$ cat src/rtl/cobeq_pkg.sv
// Shared types, widths and constants of the cascaded one-pole band equalizer.
// Used by the sequencer, multiplier and top module through scoped names; depends on nothing.
package cobeq_pkg;

   localparam int BANDS_DEF    = 4;
   localparam int CHANNELS_DEF = 8;
   localparam int MAX_BANDS    = 4;
   localparam int BAND_W       = 2;

   localparam int CH_W       = 3;
   localparam int SAMPLE_W   = 24;
   localparam int FIELD_W    = 16;
   localparam int ENERGY_W   = 28;
   localparam int RES_W      = 32;
   localparam int ACC_W      = 48;
   localparam int MA_W       = 33;
   localparam int MB_W       = 17;
   localparam int PROD_W     = 50;
   localparam int LO_W       = 17;
   localparam int CSR_W      = 64;
   localparam int CSR_ADDR_W = 2;
   localparam int REQ_W      = 32;

   localparam logic [FIELD_W-1:0] UNITY = 16'd4096;

   localparam logic [CSR_ADDR_W-1:0] REG_COEF = 2'd0;
   localparam logic [CSR_ADDR_W-1:0] REG_GAIN = 2'd1;
   localparam logic [CSR_ADDR_W-1:0] REG_MAIN = 2'd2;

   localparam logic [CSR_W-1:0]   COEF_RESET = 64'h0;
   localparam logic [CSR_W-1:0]   GAIN_RESET = 64'h1000_1000_1000_1000;
   localparam logic [FIELD_W-1:0] MAIN_RESET = 16'h1000;

   typedef enum logic [3:0] {
      ST_IDLE,
      ST_RD,
      ST_MUL,
      ST_UPD,
      ST_GAIN,
      ST_GSUM,
      ST_MLO,
      ST_MHI,
      ST_SAT
   } state_type;

   typedef enum logic [2:0] {
      OP_NONE,
      OP_COEF,
      OP_GAIN,
      OP_LO,
      OP_HI
   } op_type;

   typedef struct packed {
      state_type         st;
      logic [BAND_W-1:0] band;
      logic [BAND_W-1:0] rd_band;
      logic              idle;
      logic              mem_rd;
      logic              mem_wr;
      op_type            op;
      logic              mul_en;
      logic              push_u;
      logic              rot_u;
      logic              acc_init;
      logic              acc_add;
      logic              lo_cap;
      logic              fin;
   } ctrl_type;

   // Picks one 16-bit slot out of a packed 64-bit register.
   function automatic logic [FIELD_W-1:0] field16(input logic [CSR_W-1:0] pack,
                                                  input logic [BAND_W-1:0] idx);
      field16 = pack[idx*FIELD_W +: FIELD_W];
   endfunction

endpackage

$ cat src/rtl/cobeq_ram.sv
// Generic single-write, single-read RAM with registered read data.
// Holds the per-channel band energy states; no package dependency.
module cobeq_ram #(
   parameter int WIDTH = 28,
   parameter int DEPTH = 32,
   localparam int AW = (DEPTH > 1) ? $clog2(DEPTH) : 1
) (
   input  logic             clock,
   input  logic             we,
   input  logic [AW-1:0]    waddr,
   input  logic [WIDTH-1:0] wdata,
   input  logic             re,
   input  logic [AW-1:0]    raddr,
   output logic [WIDTH-1:0] rdata_ff
);

   logic [WIDTH-1:0] mem [DEPTH];

   always_ff @(posedge clock) begin
      if (we) begin
         mem[waddr] <= wdata;
      end
      if (re) begin
         rdata_ff <= mem[raddr];
      end
   end

endmodule

$ cat src/rtl/cobeq_mul.sv
// Shared signed multiplier with a registered product.
// Depends on cobeq_pkg for operand and product widths.
module cobeq_mul (
   input  logic                                 clock,
   input  logic                                 en,
   input  logic signed [cobeq_pkg::MA_W-1:0]    a,
   input  logic signed [cobeq_pkg::MB_W-1:0]    b,
   output logic signed [cobeq_pkg::PROD_W-1:0]  prod_ff
);

   logic signed [cobeq_pkg::PROD_W-1:0] prod_in;

   assign prod_in = a * b;

   always_ff @(posedge clock) begin
      if (en) begin
         prod_ff <= prod_in;
      end
   end

endmodule

$ cat src/rtl/cobeq_seq.sv
// Sequencer that steps one sample through the band updates and output sums.
// Depends on cobeq_pkg for the state, operation and control types.
module cobeq_seq #(
   parameter int BANDS = cobeq_pkg::BANDS_DEF
) (
   input  logic                clock,
   input  logic                reset,
   input  logic                req_fire,
   input  logic                bypass,
   output cobeq_pkg::ctrl_type ctrl
);

   cobeq_pkg::state_type             state_ff, state_in;
   logic [cobeq_pkg::BAND_W-1:0]     band_ff, band_in;
   logic                             last;

   assign last = (band_ff == cobeq_pkg::BAND_W'(BANDS - 1));

   // Next state and band counter.
   always_comb begin
      state_in = state_ff;
      band_in  = band_ff;
      unique case (state_ff)
         cobeq_pkg::ST_IDLE: begin
            band_in = '0;
            if (req_fire && !bypass) begin
               state_in = cobeq_pkg::ST_RD;
            end
         end
         cobeq_pkg::ST_RD:   state_in = cobeq_pkg::ST_MUL;
         cobeq_pkg::ST_MUL:  state_in = cobeq_pkg::ST_UPD;
         cobeq_pkg::ST_UPD: begin
            if (last) begin
               state_in = cobeq_pkg::ST_GAIN;
               band_in  = '0;
            end else begin
               state_in = cobeq_pkg::ST_MUL;
               band_in  = band_ff + 1'b1;
            end
         end
         cobeq_pkg::ST_GAIN: begin
            band_in = band_ff + 1'b1;
            if (last) begin
               state_in = cobeq_pkg::ST_GSUM;
            end
         end
         cobeq_pkg::ST_GSUM: state_in = cobeq_pkg::ST_MLO;
         cobeq_pkg::ST_MLO:  state_in = cobeq_pkg::ST_MHI;
         cobeq_pkg::ST_MHI:  state_in = cobeq_pkg::ST_SAT;
         cobeq_pkg::ST_SAT:  state_in = cobeq_pkg::ST_IDLE;
         default:            state_in = cobeq_pkg::ST_IDLE;
      endcase
   end

   // Control outputs.
   always_comb begin
      ctrl          = '0;
      ctrl.st       = state_ff;
      ctrl.band     = band_ff;
      ctrl.rd_band  = band_ff;
      ctrl.op       = cobeq_pkg::OP_NONE;
      unique case (state_ff)
         cobeq_pkg::ST_IDLE: ctrl.idle = 1'b1;
         cobeq_pkg::ST_RD:   ctrl.mem_rd = 1'b1;
         cobeq_pkg::ST_MUL: begin
            ctrl.op     = cobeq_pkg::OP_COEF;
            ctrl.mul_en = 1'b1;
            ctrl.push_u = 1'b1;
         end
         cobeq_pkg::ST_UPD: begin
            ctrl.mem_wr   = 1'b1;
            ctrl.mem_rd   = !last;
            ctrl.rd_band  = band_ff + 1'b1;
            ctrl.acc_init = last;
         end
         cobeq_pkg::ST_GAIN: begin
            ctrl.op      = cobeq_pkg::OP_GAIN;
            ctrl.mul_en  = 1'b1;
            ctrl.rot_u   = 1'b1;
            ctrl.acc_add = (band_ff != '0);
         end
         cobeq_pkg::ST_GSUM: ctrl.acc_add = 1'b1;
         cobeq_pkg::ST_MLO: begin
            ctrl.op     = cobeq_pkg::OP_LO;
            ctrl.mul_en = 1'b1;
         end
         cobeq_pkg::ST_MHI: begin
            ctrl.op     = cobeq_pkg::OP_HI;
            ctrl.mul_en = 1'b1;
            ctrl.lo_cap = 1'b1;
         end
         cobeq_pkg::ST_SAT:  ctrl.fin = 1'b1;
         default:            ctrl.idle = 1'b0;
      endcase
   end

   always_ff @(posedge clock) begin
      if (reset) begin
         state_ff <= cobeq_pkg::ST_IDLE;
         band_ff  <= '0;
      end else begin
         state_ff <= state_in;
         band_ff  <= band_in;
      end
   end

endmodule

$ cat src/rtl/cascaded_onepole_band_equalizer.sv
// Top level of the cascaded one-pole band equalizer: registers, datapath, result stage.
// Depends on cobeq_pkg and instantiates cobeq_seq, cobeq_mul and cobeq_ram.
//
// Usage: samples arrive on the req_ stream (channel and signed 24-bit sample in
// req_tdata) and one result leaves on the rsp_ stream for every accepted item,
// in order. rsp_tuser is high when the sample was equalized and low when it was
// passed through unchanged (all gains at unity, or a channel number at or above
// CHANNELS). The csr_ port writes coefficient, gain and main gain registers; it
// is meant to be used only while no item is in flight.
// A passed-through item is written into the result register as it is accepted.
// An equalized item steps through a read of its first band state, a multiply
// and an update per band, a gain pass per band, the gain sum, the low and high
// main gain products and a saturation step before its result is registered;
// its products all come from the one shared 33x17 multiplier. The block takes
// no new item until that result is registered, so passed-through items run at
// one per cycle only while the receiver takes each result.
// The result sits in an output register, so a new item is accepted in the same
// cycle that a waiting result is taken; while the receiver stalls, the block
// holds its result and accepts nothing more. Synchronous reset restores the
// register defaults and marks every band state as zero at once through one
// valid bit per entry, so no clearing pass is needed.
module cascaded_onepole_band_equalizer #(
   parameter int BANDS    = cobeq_pkg::BANDS_DEF,
   parameter int CHANNELS = cobeq_pkg::CHANNELS_DEF
) (
   input  logic                                 clock,
   input  logic                                 reset,
   // Request stream. req_tdata: [2:0] channel, [26:3] sample_in, [31:27] zero.
   input  logic                                 req_tvalid,
   output logic                                 req_tready,
   input  logic [cobeq_pkg::REQ_W-1:0]          req_tdata,
   // Result stream. rsp_tdata: [23:0] sample_out. rsp_tuser: [0] filtered.
   output logic                                 rsp_tvalid,
   input  logic                                 rsp_tready,
   output logic [cobeq_pkg::SAMPLE_W-1:0]       rsp_tdata,
   output logic                                 rsp_tuser,
   // Register write port.
   input  logic                                 csr_we,
   input  logic [cobeq_pkg::CSR_ADDR_W-1:0]     csr_addr,
   input  logic [cobeq_pkg::CSR_W-1:0]          csr_wdata
);

   localparam int DEPTH = CHANNELS * BANDS;
   localparam int AW    = (DEPTH > 1) ? $clog2(DEPTH) : 1;
   localparam int E_W   = cobeq_pkg::ENERGY_W;
   localparam int S_W   = cobeq_pkg::SAMPLE_W;
   localparam int P_W   = cobeq_pkg::PROD_W;
   localparam int A_W   = cobeq_pkg::ACC_W;
   localparam int R_W   = cobeq_pkg::RES_W;

   // Configuration registers.
   logic [cobeq_pkg::CSR_W-1:0]   coef_ff, gain_ff;
   logic [cobeq_pkg::FIELD_W-1:0] main_ff;

   always_ff @(posedge clock) begin
      if (reset) begin
         coef_ff <= cobeq_pkg::COEF_RESET;
         gain_ff <= cobeq_pkg::GAIN_RESET;
         main_ff <= cobeq_pkg::MAIN_RESET;
      end else if (csr_we) begin
         unique case (csr_addr)
            cobeq_pkg::REG_COEF: coef_ff <= csr_wdata;
            cobeq_pkg::REG_GAIN: gain_ff <= csr_wdata;
            cobeq_pkg::REG_MAIN: main_ff <= csr_wdata[cobeq_pkg::FIELD_W-1:0];
            default:             main_ff <= main_ff;
         endcase
      end
   end

   // Request decode and bypass decision.
   logic [cobeq_pkg::CH_W-1:0]  req_ch;
   logic signed [S_W-1:0]       req_sample;
   logic                        unity;
   logic                        bypass;
   logic                        req_fire;
   logic                        rsp_valid_ff;
   cobeq_pkg::ctrl_type         ctrl;

   assign req_ch     = req_tdata[cobeq_pkg::CH_W-1:0];
   assign req_sample = signed'(req_tdata[cobeq_pkg::CH_W +: S_W]);

   // Slots at or above BANDS never take part in the unity check.
   always_comb begin
      unity = (main_ff == cobeq_pkg::UNITY);
      for (int b = 0; b < cobeq_pkg::MAX_BANDS; b++) begin
         if (b < BANDS &&
             cobeq_pkg::field16(gain_ff, cobeq_pkg::BAND_W'(b)) != cobeq_pkg::UNITY) begin
            unity = 1'b0;
         end
      end
   end

   assign bypass     = unity || (32'(req_ch) >= CHANNELS);
   assign req_tready = ctrl.idle && (!rsp_valid_ff || rsp_tready);
   assign req_fire   = req_tvalid && req_tready;

   cobeq_seq #(
      .BANDS (BANDS)
   ) u_seq (
      .clock    (clock),
      .reset    (reset),
      .req_fire (req_fire),
      .bypass   (bypass),
      .ctrl     (ctrl)
   );

   // Band state memory with one valid bit per entry; an entry never written
   // since reset reads as zero.
   logic [cobeq_pkg::CH_W-1:0] ch_ff;
   logic [AW-1:0]              raddr, waddr;
   logic [E_W-1:0]             mem_rdata;
   logic [E_W-1:0]             e_new;
   logic [DEPTH-1:0]           valid_ff;
   logic                       rd_valid_ff;

   assign raddr = AW'(32'(ch_ff) * BANDS + 32'(ctrl.rd_band));
   assign waddr = AW'(32'(ch_ff) * BANDS + 32'(ctrl.band));

   cobeq_ram #(
      .WIDTH (E_W),
      .DEPTH (DEPTH)
   ) u_ram (
      .clock    (clock),
      .we       (ctrl.mem_wr),
      .waddr    (waddr),
      .wdata    (e_new),
      .re       (ctrl.mem_rd),
      .raddr    (raddr),
      .rdata_ff (mem_rdata)
   );

   always_ff @(posedge clock) begin
      if (reset) begin
         valid_ff <= '0;
      end else if (ctrl.mem_wr) begin
         valid_ff[waddr] <= 1'b1;
      end
   end

   always_ff @(posedge clock) begin
      if (ctrl.mem_rd) begin
         rd_valid_ff <= valid_ff[raddr];
      end
   end

   // Datapath registers.
   logic signed [R_W-1:0]      residue_ff;
   logic signed [E_W-1:0]      e_ff;
   logic signed [E_W-1:0]      u_ff [BANDS];
   logic signed [A_W-1:0]      acc_ff;
   logic [cobeq_pkg::LO_W-1:0] lo_ff;
   logic signed [P_W-1:0]      prod_ff;

   logic signed [E_W-1:0]      e_cur;
   logic signed [R_W-1:0]      diff;

   assign e_cur = rd_valid_ff ? signed'(mem_rdata) : '0;
   assign diff  = residue_ff - R_W'(e_cur);

   // Operand selection for the shared multiplier. The main gain product is
   // split into the low 24 unsigned bits and the high signed part of acc.
   logic signed [cobeq_pkg::MA_W-1:0] mul_a;
   logic signed [cobeq_pkg::MB_W-1:0] mul_b;

   always_comb begin
      mul_a = '0;
      mul_b = '0;
      case (ctrl.op)
         cobeq_pkg::OP_COEF: begin
            mul_a = cobeq_pkg::MA_W'(diff);
            mul_b = signed'({1'b0, cobeq_pkg::field16(coef_ff, ctrl.band)});
         end
         cobeq_pkg::OP_GAIN: begin
            mul_a = cobeq_pkg::MA_W'(u_ff[0]);
            mul_b = signed'({1'b0, cobeq_pkg::field16(gain_ff, ctrl.band)});
         end
         cobeq_pkg::OP_LO: begin
            mul_a = signed'({{(cobeq_pkg::MA_W-24){1'b0}}, acc_ff[23:0]});
            mul_b = signed'({1'b0, main_ff});
         end
         cobeq_pkg::OP_HI: begin
            mul_a = cobeq_pkg::MA_W'(signed'(acc_ff[A_W-1:24]));
            mul_b = signed'({1'b0, main_ff});
         end
         default: begin
            mul_a = '0;
            mul_b = '0;
         end
      endcase
   end

   cobeq_mul u_mul (
      .clock   (clock),
      .en      (ctrl.mul_en),
      .a       (mul_a),
      .b       (mul_b),
      .prod_ff (prod_ff)
   );

   // State update: E + round(diff*coef / 2^15), saturated to 28 bits.
   logic signed [P_W-1:0] step;
   logic signed [P_W-1:0] e_sum;
   logic                  e_fits;

   assign step   = (prod_ff + P_W'(1 <<< 14)) >>> 15;
   assign e_sum  = P_W'(e_ff) + step;
   assign e_fits = (&e_sum[P_W-1:E_W-1]) || !(|e_sum[P_W-1:E_W-1]);
   assign e_new  = e_fits ? e_sum[E_W-1:0] :
                   (e_sum[P_W-1] ? {1'b1, {(E_W-1){1'b0}}} : {1'b0, {(E_W-1){1'b1}}});

   // Output: high product plus the rounded carry out of the low product.
   logic [40:0]           lo_sum;
   logic signed [P_W-1:0] y_sum;
   logic                  y_fits;
   logic [S_W-1:0]        y_sat;

   assign lo_sum = prod_ff[40:0] + 41'(1 << 23);
   assign y_sum  = prod_ff + signed'({{(P_W-cobeq_pkg::LO_W){1'b0}}, lo_ff});
   assign y_fits = (&y_sum[P_W-1:S_W-1]) || !(|y_sum[P_W-1:S_W-1]);
   assign y_sat  = y_fits ? y_sum[S_W-1:0] :
                   (y_sum[P_W-1] ? {1'b1, {(S_W-1){1'b0}}} : {1'b0, {(S_W-1){1'b1}}});

   always_ff @(posedge clock) begin
      if (req_fire) begin
         ch_ff      <= req_ch;
         residue_ff <= R_W'(req_sample);
      end
      if (ctrl.push_u) begin
         e_ff       <= e_cur;
         residue_ff <= diff;
      end
      // Band outputs line up in order; the gain pass rotates them back round.
      if (ctrl.push_u || ctrl.rot_u) begin
         for (int i = 0; i < BANDS - 1; i++) begin
            u_ff[i] <= u_ff[i+1];
         end
         u_ff[BANDS-1] <= ctrl.push_u ? e_cur : u_ff[0];
      end
      if (ctrl.acc_init) begin
         acc_ff <= A_W'(residue_ff) <<< 12;
      end else if (ctrl.acc_add) begin
         acc_ff <= acc_ff + A_W'(prod_ff);
      end
      if (ctrl.lo_cap) begin
         lo_ff <= lo_sum[40:24];
      end
   end

   // Result register.
   logic [S_W-1:0] rsp_data_ff;
   logic           rsp_user_ff;

   always_ff @(posedge clock) begin
      if (reset) begin
         rsp_valid_ff <= 1'b0;
      end else if ((req_fire && bypass) || ctrl.fin) begin
         rsp_valid_ff <= 1'b1;
      end else if (rsp_tready) begin
         rsp_valid_ff <= 1'b0;
      end
   end

   always_ff @(posedge clock) begin
      if (req_fire && bypass) begin
         rsp_data_ff <= req_sample;
         rsp_user_ff <= 1'b0;
      end else if (ctrl.fin) begin
         rsp_data_ff <= y_sat;
         rsp_user_ff <= 1'b1;
      end
   end

   assign rsp_tvalid = rsp_valid_ff;
   assign rsp_tdata  = rsp_data_ff;
   assign rsp_tuser  = rsp_user_ff;

`ifndef SYNTHESIS
   // Band state is only ever written for a channel that exists.
   a_wr_in_range: assert property (@(posedge clock) disable iff (reset)
      ctrl.mem_wr |-> (32'(ch_ff) < CHANNELS))
      else $error("band state written for an out-of-range channel");

   // An item that is equalized never produces its result the next cycle.
   a_eq_not_early: assert property (@(posedge clock) disable iff (reset)
      (req_fire && !bypass) |=> !rsp_tvalid)
      else $error("equalized result appeared too early");

   // A passed-through item is registered straight into the result, marked as not filtered.
   a_bypass_next: assert property (@(posedge clock) disable iff (reset)
      (req_fire && bypass) |=> (rsp_tvalid && !rsp_tuser))
      else $error("pass-through result missing or mismarked");

   // A new result only appears once the sequencer is back at rest.
   a_rise_idle: assert property (@(posedge clock) disable iff (reset)
      $rose(rsp_tvalid) |-> ctrl.idle)
      else $error("result raised while the sequencer is busy");
`endif

endmodule

$ cat config.mk
export PLATFORM = sky130hd
export DESIGN_NAME = cascaded_onepole_band_equalizer
export DESIGN_NICKNAME = d
export VERILOG_FILES = /design/src/rtl/cobeq_pkg.sv /design/src/rtl/cobeq_ram.sv /design/src/rtl/cobeq_mul.sv /design/src/rtl/cobeq_seq.sv /design/src/rtl/cascaded_onepole_band_equalizer.sv
export SDC_FILE = /design/constraint.sdc
export NUM_CORES = 2
export LEC_CHECK = 0
export BUFFER_PORTS_ARGS = -buffer_cell sky130_fd_sc_hd__buf_2
export CAP_MARGIN = 40
export CORE_MARGIN = 2
export CORE_UTILIZATION = 57
export CTS_BUF_LIST = sky130_fd_sc_hd__clkbuf_4 sky130_fd_sc_hd__clkbuf_8 sky130_fd_sc_hd__clkbuf_16
export CTS_CLUSTER_DIAMETER = 40
export DETAILED_ROUTE_END_ITERATION = 16
export PLACE_DENSITY = 0.73
export SLEW_MARGIN = 20
export SYNTH_ARGS = -nofsm -noshare
export SYNTH_HDL_FRONTEND = slang
export SYNTH_SLANG_ARGS = --single-unit
$ cat constraint.sdc
create_clock -name clock -period 27.2 [get_ports clock]
set_input_delay 4.08 -clock clock [delete_from_list [all_inputs] [get_ports clock]]
set_output_delay 4.08 -clock clock [all_outputs]
set_load 0.02 [all_outputs]
==> impl_results.md <==
- Pre-Repair DR Iteration Count: 7
- Post-synth ARST share: 0%
- Die span in x: 381.4 um
- Max Buffers Root-to-Sink: 3
- Insertion delay to the later sink of the worst-skew pair: 850 ps
- Hold Crit Depth: 0
- Cell taking the most area after synthesis: edfxtp_1
- Hold Startpoint: u_ff[2][15]
- Ratio of cells with drive above 1 in the final layout: 14.99%
- Row count: 138
- Setup Crit Path Kind: reg -> reg
- Detailed-route vias per instance: 6.300
- Hold buffers post-CTS: 0
- CTS tree: built
- Max-slew violation count: 0
- Crit-path most repeated cell: fa_1
- Core area: 141400 um^2
- MaxCap Viol Count: 0
- WL final: 232400 um
- Pint: 4.191 mW
- Endpoints failing hold: 0
- HPWL Detailed: 155200 um
- Largest net degree at the start of global routing: 111
- Worst Path Buf+Inv: 6
- Slowest cell delay on critical path: 580 ps
- Worst hold path class: reg -> reg
- Num ports: 130
- Crit end category: register
- Initial Util: 57.40%
- Post-CTS Resized: 0
- Area fraction of the dominant cell type after synthesis: 45.39%
- Crit start category: register
- Antenna Nets Post-Route: 0
- Gpl congestion: 0.9600
- Global route overflow: 0
- Final Cycle Share: 40.66%
- Status: complete, no violations
- Clock sinks: between 1000 and 1500
- FILL cells: 10330
- Ranking of synthesized cells by area: edfxtp_1 45%, fa_1 12%, mux4_2 7.3%, dfxtp_1 4.8%, nand2_1 4.5%
- Post-synthesis cell area: between 80000 and 90000 um^2
- EDFF count, synth: 1227
- Fmax: 90.42 MHz
- Htree depth: 4
- Total CTS buffers: roughly 180
- Clock skew: 102.9 ps
- RSZ-0062 raised after global routing: no
- Seq/Total Area, Yosys: 50.23%
- Clock root buffer: clkbuf_16
- Final setup TNS: 0 ps
- Area occupied by multi-input gates: 37090 um^2
- Worst path required time: between 20000 and 30000 ps
- Area Overhead vs Synth: 12.38%
- Mapped Cells: 6617
- First-pass GRT wire length: between 300000 and 400000 um
- Clock power frac: between 40% and 50%
- Primary FF master, synth: edfxtp_1
- Critical path arrival: approximately 12000 ps
- DRC viols: 0
- Post-Syn Nets: 7471
- FF+latch count, synth: ~1400
- Count of cell types in the netlist: 105
- Via count: 55520
- Vias in the first global route: 55080
- Register area: 40770 um^2
- Final setup viols: 0
- GR Util All Layers: 31.99%
- RR Startpoint: rd_valid_ff
- Worst IR Drop VDD: 0.06936 mV
- Mapped Avg Cell Area: 12.27 um^2
- Post-CTS setup buffer count: 0
- Initial antenna violation count: 12
- Seq pwr share: between 40% and 50%
- Worst r2r path cells: 36
- Leakage power total: 34.92 nW
- Power Total: between 5 and 6 mW
- IO Port Bufs: 124
- Net Sw Power: about 1.6 mW
- Avg WL per Cell: 26.36 um
- Worst path depth: 36
- Min cycle time layout: 11060 ps
- CP startpoint: rd_valid_ff
- Rel. slew slack: 32.71%
- Critical path's top delay family: adder cells
- Die area: 145400 um^2
- Slew at the pin closest to its max-slew limit: roughly 1000 ps
- Clk pin slew, worst setup/hold paths: 60 ps
- Switching Fraction: 27.77%
- Chip height: about 380 um
- Nets: 7615
- Combinational share of power: 13.6%
- Total power per unit cell area: 63.62 nW/um^2
- DRT iter0 DRCs: 6371
- Slowest-stage cell, CP: a211oi_1
- CP max FO: 28
- Yosys warns: 0
==> Yosys cell counts, drive strengths merged, types with 9 or more instances <==
cell,number
a31oi,25
nor4,29
and2,54
nand2,973
buf,72
or3,25
a21o,106
o21a,32
a22oi,119
nor4b,10
xnor2,138
clkbuf,250
and3,31
nand3b,13
ha,254
or2,14
dfxtp,196
a21oi,401
mux4,264
and3b,10
a21boi,9
edfxtp,1227
o21ai,225
inv,670
o21bai,28
nand4,78
fa,497
nor3,41
o211ai,18
nor2b,71
nor2,353
a211oi,20
mux2i,37
o31ai,10
nand3,78
nand2b,42
xor2,83
==> layer usage <==
layer | routed length [um] | vias up | track usage [%]
li1 | - | 23690 | -
met1 | 87890 | 27840 | 43.59
met2 | 109000 | 3335 | 50.22
met3 | 23460 | 651 | 5.996
met4 | 11990 | 8 | 14.92
met5 | 57 | - | 0
==> kinds of logic after synthesis <==
| group | after synthesis | share of synthesized area [%] |
|---|---|---|
| xor+xnor | 221 | 2.385 |
| mux | 301 | 7.781 |
| buf+inv | 992 | 4.695 |
| flops | 1423 | 50.23 |
| simple gates | 1848 | 10.37 |
| fa+ha+maj | 751 | 16.17 |
| compound gates | 1081 | 8.367 |
==> layout by cell type, fill, tap and decap left out, types with 52 or more instances in the layout <==
cell type	synthesis	routed
o21ai_0	194	187
fa_1	497	497
xor2_1	83	83
mux4_2	264	264
nand3_1	67	67
a22oi_1	119	119
nor2b_1	71	70
a21o_1	106	106
clkbuf_16	0	180
edfxtp_1	1227	1227
inv_1	668	667
nand2_1	971	970
buf_2	25	125
xnor2_1	138	137
a21oi_1	392	376
nor2_1	351	312
ha_1	254	254
buf_4	5	120
and2_1	54	52
dfxtp_1	196	194
nand4_1	76	76
==> sequential cells by signal (all words and copies together) (netlist names), 17 cells and up <==
| signal | cells |
|---|---|
| rsp_tdata | 24 |
| gain_ff | 64 |
| residue_ff | 32 |
| valid_ff | 32 |
| u_ram.rdata_ff | 28 |
| acc_ff | 48 |
| u_mul.prod_ff | 50 |
| u_ram.mem | 896 |
| u_ff | 112 |
| coef_ff | 64 |
| e_ff | 28 |
| lo_ff | 17 |
==> final cells by class <==
type | instances | area share [%]
multi-input combinational | 4202 | 40.66
tap | 1890 | 2.592
clock inverter | 135 | 1.721
timing repair buffer | 285 | 2.398
antenna | 5 | 0.01372
inverter | 670 | 2.760
sequential | 1423 | 44.70
clock buffer | 203 | 5.155
==> power by group through the flow <==
| stage | clock network [mW] | registers, mW | logic [mW] |
|---|---|---|---|
| after CTS | 2.44 | 2.59 | 0.766 |
| after global routing | 2.53 | 2.59 | 0.845 |
| final | 2.43 | 2.59 | 0.789 |
| after global placement | 0 | 2.63 | 0.710 |
| after detailed placement | 0 | 2.63 | 0.758 |
| after floorplan | 0 | 2.61 | 0.485 |
==> through the flow <==
step	setup WS [ps]	instance area [um^2]	utilization, %	instances	hold slack (ps)
6_report	16140	91220	64.50	8813	378.4
3_5_place_dp	16300	84720	59.91	8459	404.5
3_3_place_gp	16360	84260	59.59	8428	400.6
2_1_floorplan	17660	81170	-	6617	400.3
5_1_grt	15660	91220	64.50	8813	386.4
4_1_cts	16250	91000	64.35	8797	382.2
==> final timing paths <==
| kind | slack [ps] | endpoint |
|---|---|---|
| worst min register to register | 380 | u_ff[1][15] |
| worst max register to register | 16140 | u_mul.prod_ff[46] |
| worst max-delay path | 16140 | u_mul.prod_ff[46] |
| worst min-delay path | 380 | u_ff[1][15] |
Power figures use the tool's default switching activity.
